File: src/rtl/core/lscs_pkg.sv
// ----------------------------------------------------------------------------
// LED strip cascade sequencer package
// Shared widths, codes, job and strip config types, LED index helpers.
// ----------------------------------------------------------------------------
package lscs_pkg;

  localparam int NUM_STRIPS_DEF     = 4;
  localparam int MAX_STRIP_LEDS_DEF = 1024;
  localparam int MAX_STRIPS         = 4;

  localparam int CFG_IDX_W   = 3;
  localparam int STRIP_CFG_W = 22;
  localparam int PERIOD_W    = 16;
  localparam int TOTAL_W     = 11;
  localparam int COUNT_W     = 11;
  localparam int OFFSET_W    = 10;
  localparam int STEP_W      = 12;
  localparam int IDX_W       = 14;
  localparam int LED_W       = 10;
  localparam int COLOR_W     = 24;
  localparam int BRIGHT_W    = 8;
  localparam int MODE_W      = 3;
  localparam int OP_W        = 2;
  localparam int STRIP_IDX_W = 2;
  localparam int IN_DATA_W   = 32;
  localparam int OUT_DATA_W  = 48;

  localparam logic [PERIOD_W-1:0] STEP_PERIOD_RST = 16'd20;
  localparam logic [TOTAL_W-1:0]  TOTAL_STEPS_RST = 11'd1024;
  localparam logic [COLOR_W-1:0]  WHITE           = 24'hFFFFFF;
  localparam logic [BRIGHT_W-1:0] FULL_BRIGHT     = 8'd255;

  localparam logic [CFG_IDX_W-1:0] REG_STEP_PERIOD = 3'd0;
  localparam logic [CFG_IDX_W-1:0] REG_TOTAL_STEPS = 3'd1;
  localparam logic [CFG_IDX_W-1:0] REG_STRIP_BASE  = 3'd2;

  localparam logic [MODE_W-1:0] MODE_OFF     = 3'd0;
  localparam logic [MODE_W-1:0] MODE_PWR_ON  = 3'd1;
  localparam logic [MODE_W-1:0] MODE_ON      = 3'd2;
  localparam logic [MODE_W-1:0] MODE_PWR_OFF = 3'd3;
  localparam logic [MODE_W-1:0] MODE_CHG     = 3'd4;

  typedef enum logic [OP_W-1:0] {
    OP_TICK  = 2'd0,
    OP_OPEN  = 2'd1,
    OP_CLOSE = 2'd2,
    OP_COLOR = 2'd3
  } op_t;

  typedef struct packed {
    logic [COUNT_W-1:0]  count;
    logic [OFFSET_W-1:0] offset;
    logic                en;
  } strip_cfg_t;

  typedef struct packed {
    logic [MAX_STRIPS-1:0]    mask;
    logic signed [STEP_W-1:0] step;
    logic                     erase;
    logic [COLOR_W-1:0]       color;
    logic [BRIGHT_W-1:0]      bright;
    logic [MODE_W-1:0]        mode;
    logic                     power;
  } job_t;

  function automatic logic [COUNT_W-1:0] clamp_count(strip_cfg_t c,
                                                     logic [COUNT_W-1:0] max_leds);
    return (c.count > max_leds) ? max_leds : c.count;
  endfunction

  function automatic logic signed [IDX_W-1:0] led_idx(strip_cfg_t c,
                                                      logic signed [STEP_W-1:0] step,
                                                      logic [TOTAL_W-1:0] total,
                                                      logic erase,
                                                      logic [COUNT_W-1:0] max_leds);
    logic signed [IDX_W-1:0] step_x;
    logic signed [IDX_W-1:0] cnt_x;
    step_x = {{(IDX_W-STEP_W){step[STEP_W-1]}}, step};
    cnt_x  = $signed({{(IDX_W-COUNT_W){1'b0}}, clamp_count(c, max_leds)});
    if (erase) begin
      return cnt_x - $signed({{(IDX_W-TOTAL_W){1'b0}}, total}) + step_x;
    end else begin
      return step_x - $signed({{(IDX_W-OFFSET_W){1'b0}}, c.offset});
    end
  endfunction

  function automatic logic led_hit(strip_cfg_t c, logic signed [IDX_W-1:0] idx,
                                   logic [COUNT_W-1:0] max_leds);
    logic signed [IDX_W-1:0] cnt_x;
    cnt_x = $signed({{(IDX_W-COUNT_W){1'b0}}, clamp_count(c, max_leds)});
    return c.en && !idx[IDX_W-1] && (idx < cnt_x);
  endfunction

endpackage

File: src/rtl/core/led_strip_cascade_sequencer_top.sv
// ----------------------------------------------------------------------------
// LED strip cascade sequencer
// Front end sequences modes and steps; pixel writer streams the writes.
// ----------------------------------------------------------------------------
// A command or tick word is taken by the front end. A tick that lands a
// cascade step queues one job when the step hits a strip; the pixel writer
// loads the job and then sends one word per hit strip, one per cycle while
// the output is not stalled. The first word of a step passes through the job
// queue, the writer's job register and the output register. s_tready drops
// only while the two-entry job queue is full. cfg_ready is always high; write
// config only while idle.
module led_strip_cascade_sequencer_top #(
  parameter int NUM_STRIPS     = lscs_pkg::NUM_STRIPS_DEF,
  parameter int MAX_STRIP_LEDS = lscs_pkg::MAX_STRIP_LEDS_DEF
) (
  input  logic                                clk,
  input  logic                                rst,
  input  logic                                s_tvalid,
  output logic                                s_tready,
  input  logic [lscs_pkg::IN_DATA_W-1:0]      s_tdata,   // new_color, new_brightness
  input  logic [lscs_pkg::OP_W-1:0]           s_tuser,   // op
  output logic                                m_tvalid,
  input  logic                                m_tready,
  // strip_index, led_index, pixel_color, brightness, mode, power_on
  output logic [lscs_pkg::OUT_DATA_W-1:0]     m_tdata,
  output logic                                m_tlast,
  input  logic                                cfg_valid,
  output logic                                cfg_ready,
  input  logic [lscs_pkg::CFG_IDX_W-1:0]      cfg_index,
  input  logic [lscs_pkg::STRIP_CFG_W-1:0]    cfg_data
);

  lscs_pkg::strip_cfg_t             strip_cfg [NUM_STRIPS];
  logic [lscs_pkg::TOTAL_W-1:0]     total_steps;
  logic                             job_push;
  lscs_pkg::job_t                   push_job;
  logic                             job_full;
  logic                             job_pop;
  lscs_pkg::job_t                   head_job;
  logic                             job_valid;

  assign cfg_ready = 1'b1;

  lscs_front #(
    .NUM_STRIPS     (NUM_STRIPS),
    .MAX_STRIP_LEDS (MAX_STRIP_LEDS)
  ) u_front (
    .clk         (clk),
    .rst         (rst),
    .in_valid    (s_tvalid),
    .in_ready    (s_tready),
    .in_op       (lscs_pkg::op_t'(s_tuser)),
    .in_color    (s_tdata[lscs_pkg::COLOR_W-1:0]),
    .in_bright   (s_tdata[lscs_pkg::COLOR_W +: lscs_pkg::BRIGHT_W]),
    .cfg_valid   (cfg_valid),
    .cfg_index   (cfg_index),
    .cfg_data    (cfg_data),
    .strip_cfg   (strip_cfg),
    .total_steps (total_steps),
    .job_push    (job_push),
    .job         (push_job),
    .job_full    (job_full)
  );

  lscs_job_queue u_queue (
    .clk       (clk),
    .rst       (rst),
    .push      (job_push),
    .push_job  (push_job),
    .full      (job_full),
    .pop       (job_pop),
    .head      (head_job),
    .not_empty (job_valid)
  );

  lscs_back #(
    .NUM_STRIPS     (NUM_STRIPS),
    .MAX_STRIP_LEDS (MAX_STRIP_LEDS)
  ) u_back (
    .clk         (clk),
    .rst         (rst),
    .job_valid   (job_valid),
    .job         (head_job),
    .job_pop     (job_pop),
    .strip_cfg   (strip_cfg),
    .total_steps (total_steps),
    .out_valid   (m_tvalid),
    .out_ready   (m_tready),
    .out_data    (m_tdata),
    .out_last    (m_tlast)
  );

endmodule

File: src/rtl/core/lscs_front.sv
// ----------------------------------------------------------------------------
// Sequencer front end
// Holds config and sequencer state, takes commands and ticks, queues steps.
// ----------------------------------------------------------------------------
module lscs_front #(
  parameter int NUM_STRIPS     = lscs_pkg::NUM_STRIPS_DEF,
  parameter int MAX_STRIP_LEDS = lscs_pkg::MAX_STRIP_LEDS_DEF
) (
  input  logic                                 clk,
  input  logic                                 rst,
  input  logic                                 in_valid,
  output logic                                 in_ready,
  input  lscs_pkg::op_t                        in_op,
  input  logic [lscs_pkg::COLOR_W-1:0]         in_color,
  input  logic [lscs_pkg::BRIGHT_W-1:0]        in_bright,
  input  logic                                 cfg_valid,
  input  logic [lscs_pkg::CFG_IDX_W-1:0]       cfg_index,
  input  logic [lscs_pkg::STRIP_CFG_W-1:0]     cfg_data,
  output lscs_pkg::strip_cfg_t                 strip_cfg [NUM_STRIPS],
  output logic [lscs_pkg::TOTAL_W-1:0]         total_steps,
  output logic                                 job_push,
  output lscs_pkg::job_t                       job,
  input  logic                                 job_full
);

  typedef enum logic [4:0] {
    ST_OFF     = 5'b00001,
    ST_PWR_ON  = 5'b00010,
    ST_ON      = 5'b00100,
    ST_PWR_OFF = 5'b01000,
    ST_CHG     = 5'b10000
  } mode_state_t;

  localparam logic [lscs_pkg::COUNT_W-1:0] MAX_LEDS = lscs_pkg::COUNT_W'(MAX_STRIP_LEDS);
  localparam logic signed [lscs_pkg::STEP_W-1:0] STEP_ONE = lscs_pkg::STEP_W'(1);

  logic [lscs_pkg::PERIOD_W-1:0]    step_period;
  mode_state_t                      mode, mode_next;
  logic signed [lscs_pkg::STEP_W-1:0] step, step_next;
  logic [lscs_pkg::PERIOD_W-1:0]    elapsed, elapsed_next;
  logic [lscs_pkg::COLOR_W-1:0]     cur_color, cur_color_next;
  logic [lscs_pkg::BRIGHT_W-1:0]    cur_bright, cur_bright_next;
  logic [lscs_pkg::COLOR_W-1:0]     q_color, q_color_next;
  logic [lscs_pkg::BRIGHT_W-1:0]    q_bright, q_bright_next;
  logic                             power, power_next;

  logic                             accept;
  logic                             erase_now;
  logic [NUM_STRIPS-1:0]            hit_mask;
  logic [lscs_pkg::PERIOD_W-1:0]    elapsed_inc;
  logic signed [lscs_pkg::STEP_W-1:0] close_step;
  logic signed [lscs_pkg::STEP_W-1:0] total_x;
  logic [lscs_pkg::MODE_W-1:0]      mode_code;
  logic                             animating;

  assign in_ready = !job_full;
  assign accept   = in_valid && in_ready;

  always_ff @(posedge clk) begin
    if (rst) begin
      step_period <= lscs_pkg::STEP_PERIOD_RST;
      total_steps <= lscs_pkg::TOTAL_STEPS_RST;
      for (int s = 0; s < NUM_STRIPS; s++) begin
        strip_cfg[s] <= '0;
      end
    end else if (cfg_valid) begin
      if (cfg_index == lscs_pkg::REG_STEP_PERIOD) begin
        step_period <= cfg_data[lscs_pkg::PERIOD_W-1:0];
      end else if (cfg_index == lscs_pkg::REG_TOTAL_STEPS) begin
        total_steps <= cfg_data[lscs_pkg::TOTAL_W-1:0];
      end
      for (int s = 0; s < NUM_STRIPS; s++) begin
        if (cfg_index == lscs_pkg::REG_STRIP_BASE + lscs_pkg::CFG_IDX_W'(s)) begin
          strip_cfg[s] <= cfg_data;
        end
      end
    end
  end

  always_comb begin
    unique case (mode)
      ST_OFF:     mode_code = lscs_pkg::MODE_OFF;
      ST_PWR_ON:  mode_code = lscs_pkg::MODE_PWR_ON;
      ST_ON:      mode_code = lscs_pkg::MODE_ON;
      ST_PWR_OFF: mode_code = lscs_pkg::MODE_PWR_OFF;
      ST_CHG:     mode_code = lscs_pkg::MODE_CHG;
      default:    mode_code = lscs_pkg::MODE_OFF;
    endcase
  end

  assign erase_now   = (mode != ST_PWR_ON);
  assign animating   = (mode == ST_PWR_ON) || (mode == ST_PWR_OFF) || (mode == ST_CHG);
  assign elapsed_inc = (elapsed == '1) ? elapsed : elapsed + 1'b1;
  assign total_x     = $signed({1'b0, total_steps});
  assign close_step  = total_x - STEP_ONE;

  always_comb begin
    for (int s = 0; s < NUM_STRIPS; s++) begin
      hit_mask[s] = lscs_pkg::led_hit(strip_cfg[s],
                      lscs_pkg::led_idx(strip_cfg[s], step, total_steps, erase_now, MAX_LEDS),
                      MAX_LEDS);
    end
  end

  always_comb begin
    mode_next       = mode;
    step_next       = step;
    elapsed_next    = elapsed;
    cur_color_next  = cur_color;
    cur_bright_next = cur_bright;
    q_color_next    = q_color;
    q_bright_next   = q_bright;
    power_next      = power;
    job_push        = 1'b0;
    job             = '0;
    job.mask[NUM_STRIPS-1:0] = hit_mask;
    job.step        = step;
    job.erase       = erase_now;
    job.color       = erase_now ? '0 : cur_color;
    job.bright      = cur_bright;
    job.mode        = mode_code;
    job.power       = power;
    if (accept) begin
      unique case (in_op)
        lscs_pkg::OP_OPEN: begin
          step_next  = '0;
          mode_next  = ST_PWR_ON;
          power_next = 1'b1;
        end
        lscs_pkg::OP_CLOSE: begin
          step_next  = close_step;
          mode_next  = ST_PWR_OFF;
          power_next = 1'b0;
        end
        lscs_pkg::OP_COLOR: begin
          q_color_next  = in_color;
          q_bright_next = in_bright;
          step_next     = close_step;
          mode_next     = ST_CHG;
        end
        lscs_pkg::OP_TICK: begin
          elapsed_next = elapsed_inc;
          if (animating && (elapsed_inc >= step_period)) begin
            elapsed_next = '0;
            unique case (mode)
              ST_PWR_ON: begin
                if (step < total_x) begin
                  job_push  = |hit_mask;
                  step_next = step + STEP_ONE;
                end else begin
                  mode_next = ST_ON;
                end
              end
              ST_PWR_OFF: begin
                if (!step[lscs_pkg::STEP_W-1]) begin
                  job_push  = |hit_mask;
                  step_next = step - STEP_ONE;
                end else begin
                  mode_next = ST_OFF;
                end
              end
              ST_CHG: begin
                if (!step[lscs_pkg::STEP_W-1]) begin
                  job_push  = |hit_mask;
                  step_next = step - STEP_ONE;
                end else begin
                  cur_color_next  = q_color;
                  cur_bright_next = q_bright;
                  step_next       = '0;
                  mode_next       = ST_PWR_ON;
                end
              end
              default: ;
            endcase
          end
        end
        default: ;
      endcase
    end
  end

  always_ff @(posedge clk) begin
    if (rst) begin
      mode       <= ST_OFF;
      step       <= '0;
      elapsed    <= '0;
      cur_color  <= lscs_pkg::WHITE;
      cur_bright <= lscs_pkg::FULL_BRIGHT;
      q_color    <= lscs_pkg::WHITE;
      q_bright   <= lscs_pkg::FULL_BRIGHT;
      power      <= 1'b0;
    end else begin
      mode       <= mode_next;
      step       <= step_next;
      elapsed    <= elapsed_next;
      cur_color  <= cur_color_next;
      cur_bright <= cur_bright_next;
      q_color    <= q_color_next;
      q_bright   <= q_bright_next;
      power      <= power_next;
    end
  end

endmodule

File: src/rtl/core/lscs_job_queue.sv
// ----------------------------------------------------------------------------
// Step job queue
// Two-entry queue of step jobs between front end and pixel writer.
// ----------------------------------------------------------------------------
module lscs_job_queue (
  input  logic           clk,
  input  logic           rst,
  input  logic           push,
  input  lscs_pkg::job_t push_job,
  output logic           full,
  input  logic           pop,
  output lscs_pkg::job_t head,
  output logic           not_empty
);

  localparam int DEPTH = 2;
  localparam int PTR_W = $clog2(DEPTH);

  lscs_pkg::job_t       mem [DEPTH];
  logic [PTR_W-1:0]     wr_ptr;
  logic [PTR_W-1:0]     rd_ptr;
  logic [PTR_W:0]       count;

  assign full      = (count == (PTR_W+1)'(DEPTH));
  assign not_empty = (count != '0);
  assign head      = mem[rd_ptr];

  always_ff @(posedge clk) begin
    if (push && !full) begin
      mem[wr_ptr] <= push_job;
    end
  end

  always_ff @(posedge clk) begin
    if (rst) begin
      wr_ptr <= '0;
      rd_ptr <= '0;
      count  <= '0;
    end else begin
      if (push && !full) begin
        wr_ptr <= wr_ptr + 1'b1;
      end
      if (pop && not_empty) begin
        rd_ptr <= rd_ptr + 1'b1;
      end
      priority if ((push && !full) && !(pop && not_empty)) begin
        count <= count + 1'b1;
      end else if (!(push && !full) && (pop && not_empty)) begin
        count <= count - 1'b1;
      end
    end
  end

endmodule

File: src/rtl/core/lscs_back.sv
// ----------------------------------------------------------------------------
// Pixel writer
// Walks the hit strips of a step job, one pixel write word per cycle while the output is not stalled.
// ----------------------------------------------------------------------------
module lscs_back #(
  parameter int NUM_STRIPS     = lscs_pkg::NUM_STRIPS_DEF,
  parameter int MAX_STRIP_LEDS = lscs_pkg::MAX_STRIP_LEDS_DEF
) (
  input  logic                              clk,
  input  logic                              rst,
  input  logic                              job_valid,
  input  lscs_pkg::job_t                    job,
  output logic                              job_pop,
  input  lscs_pkg::strip_cfg_t              strip_cfg [NUM_STRIPS],
  input  logic [lscs_pkg::TOTAL_W-1:0]      total_steps,
  output logic                              out_valid,
  input  logic                              out_ready,
  output logic [lscs_pkg::OUT_DATA_W-1:0]   out_data,
  output logic                              out_last
);

  localparam int SW = (NUM_STRIPS > 1) ? $clog2(NUM_STRIPS) : 1;
  localparam logic [lscs_pkg::COUNT_W-1:0] MAX_LEDS = lscs_pkg::COUNT_W'(MAX_STRIP_LEDS);

  logic                               busy;
  lscs_pkg::job_t                     cur;
  logic [NUM_STRIPS-1:0]              rem;
  logic [NUM_STRIPS-1:0]              rem_after;
  logic [SW-1:0]                      sel;
  logic signed [lscs_pkg::IDX_W-1:0]  idx;
  logic                               emit;

  always_comb begin
    sel = '0;
    for (int s = NUM_STRIPS - 1; s >= 0; s--) begin
      if (rem[s]) begin
        sel = SW'(s);
      end
    end
    rem_after      = rem;
    rem_after[sel] = 1'b0;
  end

  assign idx     = lscs_pkg::led_idx(strip_cfg[sel], cur.step, total_steps, cur.erase, MAX_LEDS);
  assign emit    = busy && (!out_valid || out_ready);
  assign job_pop = !busy && job_valid;

  always_ff @(posedge clk) begin
    if (rst) begin
      busy      <= 1'b0;
      out_valid <= 1'b0;
    end else begin
      if (job_pop) begin
        busy <= 1'b1;
      end else if (emit) begin
        busy <= |rem_after;
      end
      if (emit) begin
        out_valid <= 1'b1;
      end else if (out_ready) begin
        out_valid <= 1'b0;
      end
    end
  end

  always_ff @(posedge clk) begin
    if (job_pop) begin
      cur <= job;
      rem <= job.mask[NUM_STRIPS-1:0];
    end else if (emit) begin
      rem <= rem_after;
    end
    if (emit) begin
      out_data <= {cur.power, cur.mode, cur.bright, cur.color,
                   idx[lscs_pkg::LED_W-1:0], lscs_pkg::STRIP_IDX_W'(sel)};
      out_last <= !(|rem_after);
    end
  end

endmodule

File: config.mk
export PLATFORM = sky130hd
export DESIGN_NAME = led_strip_cascade_sequencer_top
export DESIGN_NICKNAME = d
export VERILOG_FILES = /design/src/rtl/core/lscs_pkg.sv /design/src/rtl/core/led_strip_cascade_sequencer_top.sv /design/src/rtl/core/lscs_front.sv /design/src/rtl/core/lscs_job_queue.sv /design/src/rtl/core/lscs_back.sv
export SDC_FILE = /design/constraint.sdc
export NUM_CORES = 1
export LEC_CHECK = 0
export BUFFER_PORTS_ARGS = -buffer_cell sky130_fd_sc_hd__buf_2
export CAP_MARGIN = 10
export CORE_MARGIN = 5
export CORE_UTILIZATION = 45
export DETAILED_ROUTE_END_ITERATION = 10
export PLACE_DENSITY = 0.62
export REMOVE_ABC_BUFFERS = 1
export SYNTH_ARGS = -nofsm -noshare
export SYNTH_HDL_FRONTEND = slang
export SYNTH_HIERARCHICAL = 1
export SYNTH_SLANG_ARGS = --single-unit
File: constraint.sdc
create_clock -name clk -period 9.1 [get_ports clk]
set_input_delay 0.455 -clock clk [delete_from_list [all_inputs] [get_ports clk]]
set_output_delay 0.455 -clock clk [all_outputs]
set_load 0.05 [all_outputs]
==> impl_summary.log, run 1 <==
INFO  metric final_design_area_no_fill = 0.0275 mm2
INFO  metric rsz_0062_raised_after_global_routing = no
INFO  metric whs = 0.0766 ns
INFO  metric finalClockSkew = 0.0301 ns
INFO  metric postLayoutSetupSlackWorst = 1.37 ns
INFO  metric setup.reg_to_reg.worst_slack = 1.37 ns
INFO  metric tritoncts = built
INFO  metric finalHoldViolations = 0
INFO  metric h-tree-depth = 2
INFO  metric crit_path_end_kind = flip-flop
INFO  metric report.final.setup_viol = 0
INFO  metric global_route.peak_usage_layer = met2
INFO  metric die_h = 245 um
INFO  metric nNetsFinal = between 3000 and 4000
INFO  metric clock.fmax = 129 MHz
INFO  metric slowest_stage = sky130_fd_sc_hd__a2111oi_0
INFO  metric io_buffer_count = ~110
INFO  metric postRouteAntennaNets = 0
INFO  metric drtIter0Drc = 1830
INFO  metric number_of_antenna_violations_at_the_first_check_in_global_routing = 0
INFO  metric holdBufCountCts = 0
INFO  metric count_of_instances_resized_after_the_clock_tree_is_built = 0
INFO  metric dpl_cell_area = ~0.026 mm2
INFO  metric routed_wl = 75600 um
INFO  metric cellPowerDensity = 170 mW/mm2
INFO  metric worst_ep_required_time = 9.36 ns
INFO  metric vias = 20360
INFO  metric power_switching = around 1.3 mW
INFO  metric grt_first_pass_wirelength = between 100000 and 150000 um
INFO  metric power.leakage = 11.3 nW
INFO  metric clock_share_of_power = about two fifths
INFO  metric ir_drop_worst_vdd = 0.122 mV
INFO  metric fin_crit_sh = 84.9%
INFO  metric critical_path_arrival = 7.98 ns
INFO  metric tightestPinTransition = 1.32 ns
INFO  metric worst_hold_path_type = in2reg
INFO  metric grt_use_total = 24.4%
INFO  metric timing.critical_path.slowest_cell_delay = between 0.6 and 0.7 ns
INFO  metric final_layout_size_suffix_gt1_share = a little over a tenth
INFO  metric place_worst_setup_slack = 1.63 ns
INFO  metric hpwl = 54300 um
INFO  metric critPathMaxFanout = 32
INFO  metric worst_skew_pair.late_latency = ~0.6 ns
INFO  metric outcome = finished clean
INFO  metric core_area = 0.0548 mm2
INFO  metric ios = 116
INFO  metric cts_num_sinks = 422
INFO  metric total_global_routing_overflow = 0
INFO  metric die-width = around 240 um
INFO  metric cts.root.buffer_cell = sky130_fd_sc_hd__clkbuf_16
INFO  metric flow.area_growth_from_synthesis = 10.9%
INFO  metric floorplan.die_area = 0.0598 mm2
INFO  metric first_global_vias = 19357
INFO  metric viasPerCell = 5.76
INFO  metric use_met2 = 40.7%
INFO  metric power_frac_comb = 16.2%
INFO  metric setup.worst_path.start_class = flip-flop
INFO  metric slew_viol_final = 0
INFO  metric maxSlewHeadroom = about an eighth
INFO  metric cts-buffers-inserted = 46
INFO  metric pwr-share-seq = 43.4%
INFO  metric syn-mean-instance-area = 9.09 um2
INFO  metric timing.max_cap.violations = 0
INFO  metric cts.path.max_buffers = 3
INFO  metric first_pass_iters = 9
INFO  metric drc = 0
INFO  metric cell_internal_pwr = between 3 and 4 mW
INFO  metric critical_path_class = reg2reg
INFO  metric final_period_minus_worst_setup_slack = 7.73 ns
INFO  metric grt_start_max_net_pins = 94
INFO  metric insertedDiodeCount = 0
INFO  metric ys.warnings.count = 6
INFO  metric grt.met1_usage = 32.5%
INFO  metric routabilityCongestion = 0.997
INFO  metric switch_share = between 20% and 30%
INFO  metric core.rowCount = between 80 and 90
INFO  metric syn-cell-area = 0.0248 mm2
INFO  metric post_synthesis_cells = ~2700
INFO  metric met3_usage = 4.24%
INFO  metric floorplan.initialDensity = a little under half
INFO  metric clock_edge_transition_at_the_registers_on_the_reported_setup_and_hold_paths = 0.06 ns
INFO  metric wl_per_cell = approximately 21 um
INFO  metric postCtsSetupRepairBufs = 0
INFO  metric summed_negative_setup_slack_over_all_endpoints = 0 ns
## per-layer routing
metal	vias to the layer above	routed length (um)
li1	9710	-
met1	9713	31800
met2	778	35500
met3	159	5590
met4	0	2740
met5	-	0
## power groups by stage
stage | clock [mW] | sequential (mW) | combinational (mW)
6_report | 1.89 | 2.03 | 0.760
5_1_grt | 2.01 | 2.03 | 0.841
4_1_cts | 1.94 | 2.03 | 0.749
3_5_place_dp | 0 | 2.07 | 0.743
3_3_place_gp | 0 | 2.07 | 0.727
2_1_floorplan | 0 | 2.06 | 0.529
## worst max-delay path, delay by kind of cell, from the launching register on
family	cells	cell delay (ns)
flops	1	0.42
buf+inv	5	1.33
fa+ha+maj	4	1.20
xor+xnor	2	0.31
compound gates	14	3.26
simple gates	4	0.86
## stage by stage
stage                     std cells  utilization (%)  power [mW]
after floorplan                2605                -        2.59
after global placement         3450             47.3        2.80
after detailed placement       3450             47.3        2.81
after CTS                      3536             50.1        4.71
after global routing           3536             50.1        4.88
final                          3536             50.1        4.68
## area by class of cell
type / instances / area [um2]
clock buffer: 60 / 1250
clock inverter: 26 / 278
fill: 5013 / 27300
inverter: 154 / 578
multi-input combinational: 2029 / 13200
sequential: 422 / 10500
tap: 704 / 881
timing repair buffer: 141 / 776
## final timing paths
kind                          from             endpoint  cells past startpoint
max          u_front/strip_cfg[65]   u_queue/mem[0][22]                     29
min                    s_tdata[14]  u_front/q_color[14]                      3
max reg2reg  u_front/strip_cfg[65]   u_queue/mem[0][22]                     29
min reg2reg         u_back/cur[32]  u_back/out_data[32]                      0
## placed cells by master, fill, tap and decap left out, drive strengths merged, types with 60 or more instances in the layout
master	instances
a21oi	242
inv	156
ha	207
clkbuf	60
nand3	101
nor2	113
edfxtp	202
o21ai	99
xnor2	105
nand2	540
dfxtp	220
buf	141
## flip-flops by register name, summed over array words and instances (netlist names), 11 cells and up, named ones only
| name | cells |
|---|---|
| u_queue/mem | 102 |
| u_front/strip_cfg | 88 |
| u_back/out_data | 48 |
| u_back/cur | 47 |
| u_front/cur_color | 24 |
| u_front/q_color | 24 |
| u_front/elapsed | 16 |
| u_front/step_period | 16 |
| u_front/step | 12 |
| u_front/total_steps | 11 |
Note: power is estimated with default switching activity, not from simulation.
==> run 2, diff against run 1 <==
--- a/config.mk
+++ b/config.mk
@@ -5,12 +5,13 @@
 export SDC_FILE = /design/constraint.sdc
 export NUM_CORES = 1
 export LEC_CHECK = 0
+export ABC_AREA = 1
 export BUFFER_PORTS_ARGS = -buffer_cell sky130_fd_sc_hd__buf_2
 export CAP_MARGIN = 10
 export CORE_MARGIN = 5
 export CORE_UTILIZATION = 45
 export DETAILED_ROUTE_END_ITERATION = 10
-export PLACE_DENSITY = 0.62
+export PLACE_DENSITY = 0.65
 export REMOVE_ABC_BUFFERS = 1
 export SYNTH_ARGS = -nofsm -noshare
 export SYNTH_HDL_FRONTEND = slang
==> constraint.sdc (replaced) <==
create_clock -name clk -period 6.6 [get_ports clk]
set_input_delay 0.33 -clock clk [delete_from_list [all_inputs] [get_ports clk]]
set_output_delay 0.33 -clock clk [all_outputs]
set_load 0.05 [all_outputs]
==> run 2 against run 1 <==
Net effect:
- global-route usage shrank 0.48 points
- wire length grew 3.5%
- worst hold slack lost 0.059 ns
- highest routed layer is now met5
==> impl_summary.log, run 2 <==
INFO  metric outcome = finished clean (unchanged)
INFO  metric syn-mean-instance-area = 8.11 um2 (was 9.09 um2)
INFO  metric tritoncts = built (unchanged)
INFO  metric postCtsSetupRepairBufs = 0 (unchanged)
INFO  metric worst_path_most_repeated_cell = sky130_fd_sc_hd__nand2_1
INFO  metric grt_first_pass_wirelength = 119000 um (was 114000 um)
INFO  metric summed_negative_setup_slack_over_all_endpoints = 0 ns (unchanged)
INFO  metric design_power_total = 7.11 mW (was 4.68 mW)
INFO  metric min_delay_worst_endpoint = u_front/q_color[18] (was u_front/q_color[14])
INFO  metric most-common-layout-cells = sky130_fd_sc_hd__nand2_1 (623), sky130_fd_sc_hd__inv_1 (413), sky130_fd_sc_hd__nor2_1 (298), sky130_fd_sc_hd__a21oi_1 (279), sky130_fd_sc_hd__o21ai_0 (248) (was sky130_fd_sc_hd__nand2_1 (539), sky130_fd_sc_hd__a21oi_1 (241), sky130_fd_sc_hd__dfxtp_1 (219), sky130_fd_sc_hd__ha_1 (207), sky130_fd_sc_hd__edfxtp_1 (202))
INFO  metric wl_per_cell = 18.9 um (was 21.4 um)
INFO  metric clock.fmax = 168 MHz (was 129 MHz)
INFO  metric timing.max_cap.violations = 0 (unchanged)
INFO  metric tightestPinTransition = 1.12 ns (was 1.32 ns)
INFO  metric regToRegStartpoint = u_front/strip_cfg[61] (was u_front/strip_cfg[65])
INFO  metric worstHoldPathCells = 3 (unchanged)
INFO  metric final_design_area_no_fill = 0.0292 mm2 (was 0.0275 mm2)
INFO  metric place_worst_setup_slack = 0.783 ns (was 1.63 ns)
INFO  metric dpl_cell_area = 0.0273 mm2 (was 0.0259 mm2)
INFO  metric nNetsFinal = 3621 (was 3083)
INFO  metric final_layout_size_suffix_gt1_share = 10.7% (was 10.6%)
INFO  metric h-tree-depth = 2 (unchanged)
INFO  metric layout.cells.most_common = sky130_fd_sc_hd__nand2_1 (unchanged)
INFO  metric finalHoldViolations = 0 (unchanged)
INFO  metric first_pass_iters = 8 (was 9)
INFO  metric clock_edge_transition_at_the_registers_on_the_reported_setup_and_hold_paths = 0.06 ns (about the same)
INFO  metric setup.reg_to_reg.worst_slack = 0.64 ns (was 1.37 ns)
INFO  metric routed_wl = 78200 um (was 75600 um)
INFO  metric cts-buffers-inserted = 47 (was 46)
INFO  metric total_global_routing_overflow = 0 (unchanged)
INFO  metric power.leakage = 13.3 nW (was 11.3 nW)
INFO  metric rr_endpoint = u_queue/count[1] (was u_queue/mem[0][22])
INFO  metric postLayoutSetupSlackWorst = 0.638 ns (was 1.37 ns)
INFO  metric drtIter0Drc = 2281 (was 1830)
INFO  metric hpwl = 55400 um (was 54300 um)
INFO  metric critical_path_arrival = 6.47 ns (was 7.98 ns)
INFO  metric ios = 116 (unchanged)
INFO  metric drc = 0 (unchanged)
INFO  metric worst_hold_path_type = in2reg (unchanged)
INFO  metric floorplan.initialDensity = 45.3% (was 45.2%)
INFO  metric count_of_instances_resized_after_the_clock_tree_is_built = 0 (unchanged)
INFO  metric core_area = 0.0576 mm2 (was 0.0548 mm2)
INFO  metric floorplan.die_area = 0.0628 mm2 (was 0.0598 mm2)
INFO  metric routabilityCongestion = 0.987 (was 0.997)
INFO  metric cts.path.max_buffers = 3 (unchanged)
INFO  metric die_h = 251 um (was 245 um)
INFO  metric hold_start = s_tdata[18] (was s_tdata[14])
INFO  metric cts_num_sinks = 422 (unchanged)
INFO  metric ys.warnings.count = 6 (unchanged)
INFO  metric number_of_antenna_violations_at_the_first_check_in_global_routing = 2 (was 0)
INFO  metric final_core_utilization = 50.7% (was 50.1%)
INFO  metric report.final.setup_viol = 0 (unchanged)
INFO  metric post_synthesis_cells = 3213 (was 2723)
INFO  metric grt_use_total = 24.0% (was 24.4%)
INFO  metric layoutNonFillerInstCount = 4134 (was 3536)
INFO  metric critPathMaxFanout = 9 (was 32)
INFO  metric cts.root.buffer_cell = sky130_fd_sc_hd__clkbuf_16 (unchanged)
INFO  metric insertedDiodeCount = 0 (unchanged)
INFO  metric die-width = 251 um (was 245 um)
INFO  metric postRouteAntennaNets = 0 (unchanged)
INFO  metric crit_path_end_kind = flip-flop (unchanged)
INFO  metric flow.area_growth_from_synthesis = 12.0% (was 10.9%)
INFO  metric reg.largest.list = u_queue/mem (102), u_front/strip_cfg (88), u_back/out_data (48) (unchanged)
INFO  metric core.rowCount = 88 (was 86)
INFO  metric syn-cell-area = 0.0261 mm2 (was 0.0248 mm2)
INFO  metric final_period_minus_worst_setup_slack = 5.96 ns (was 7.73 ns)
INFO  metric r2r.worst_path.cells = 35 (was 29)
INFO  metric largest_reg_by_ff_count = u_queue/mem (unchanged)
INFO  metric largest_reg_flops = 102 (unchanged)
INFO  metric slowest_stage = sky130_fd_sc_hd__ha_1 (was sky130_fd_sc_hd__a2111oi_0)
INFO  metric viasPerCell = 5.39 (was 5.76)
INFO  metric io_buffer_count = 114 (unchanged)
INFO  metric worst_ep_required_time = 7.11 ns (was 9.36 ns)
INFO  metric vias = 22282 (was 20360)
INFO  metric first_global_vias = 20811 (was 19357)
INFO  metric place_inst = 4017 (was 3450)
INFO  metric finalClockSkew = 0.0243 ns (was 0.0301 ns)
INFO  metric setup.worst_path.start_class = flip-flop (unchanged)
INFO  metric ir_drop_worst_vdd = 0.171 mV (was 0.122 mV)
INFO  metric timing.critical_path.slowest_cell_delay = 0.40 ns (was 0.66 ns)
INFO  metric worst_skew_pair.late_latency = 0.59 ns (was 0.60 ns)
INFO  metric number_of_buffers_and_inverters_on_the_critical_path = 3 (was 5)
INFO  metric fin_crit_sh = 90.3% (was 84.9%)
INFO  metric rsz_0062_raised_after_global_routing = no (unchanged)
INFO  metric cellPowerDensity = 243 mW/mm2 (was 170 mW/mm2)
INFO  metric grt_start_max_net_pins = 92 (was 94)
INFO  metric timing.critical_path.max_delay_family = simple AND/OR/NAND/NOR gates (was compound AO/OA/AOI/OAI gates)
INFO  metric whs = 0.0178 ns (was 0.0766 ns)
INFO  metric slew_viol_final = 0 (unchanged)
INFO  metric maxSlewHeadroom = 25.4% (was 12.0%)
INFO  metric critical_path_class = reg2reg (unchanged)
run 2: worst max path at each step:
| stage | slack [ns] | end | depth (start not counted) | from |
|---|---|---|---|---|
| after floorplan | -0.77 | u_queue/mem[0][0] | 26 | u_front/mode[2] |
| after CTS | 0.69 | u_queue/count[1] | 35 | u_front/strip_cfg[65] |
| after detailed placement | 0.78 | u_queue/count[1] | 35 | u_front/strip_cfg[65] |
| after global placement | 0.84 | u_queue/count[1] | 35 | u_front/strip_cfg[65] |
| final | 0.64 | u_queue/count[1] | 35 | u_front/strip_cfg[61] |
| after global routing | 0.08 | u_queue/count[1] | 35 | u_front/strip_cfg[61] |
run 2: area by class of cell:
cell class | instances | area, um2
fill | 5449 | 28400
multi-input combinational | 2259 | 13400
inverter | 433 | 1630
clock inverter | 17 | 204
tap | 765 | 957
sequential | 422 | 10500
timing repair buffer | 169 | 1110
clock buffer | 69 | 1390
run 2: where the power goes:
part / total, mW / internal (mW) / switching (mW)
Clock: 2.70 / 1.62 / 1.08
Sequential: 2.84 / 2.77 / 0.0694
Combinational: 1.57 / 0.598 / 0.969
run 2: worst register-to-register path, delay by kind of cell, from the launching register on:
family,cells,cell delay (ns)
AND/OR/NAND/NOR,20,2.48
XOR/XNOR,1,0.15
flip-flops,1,0.32
buffers and inverters,3,0.22
adder cells (fa/ha/maj),4,1.26
AO/OA/AOI/OAI,7,1.45
run 2: what timing repair did:
item	CTS	global route
hold buffers	31	0
endpoints found under the hold margin	31	0
endpoints found under the setup margin	0	0
run 2: metal layers:
| metal | routed length (um) | GRT usage, % | vias up |
|---|---|---|---|
| met2 | 36900 | 40.4 | 768 |
| met4 | 2910 | 8.14 | 2 |
| met5 | 23 | 0 | - |
| li1 | - | - | 10972 |
| met1 | 33200 | 31.9 | 10384 |
| met3 | 5200 | 3.15 | 156 |
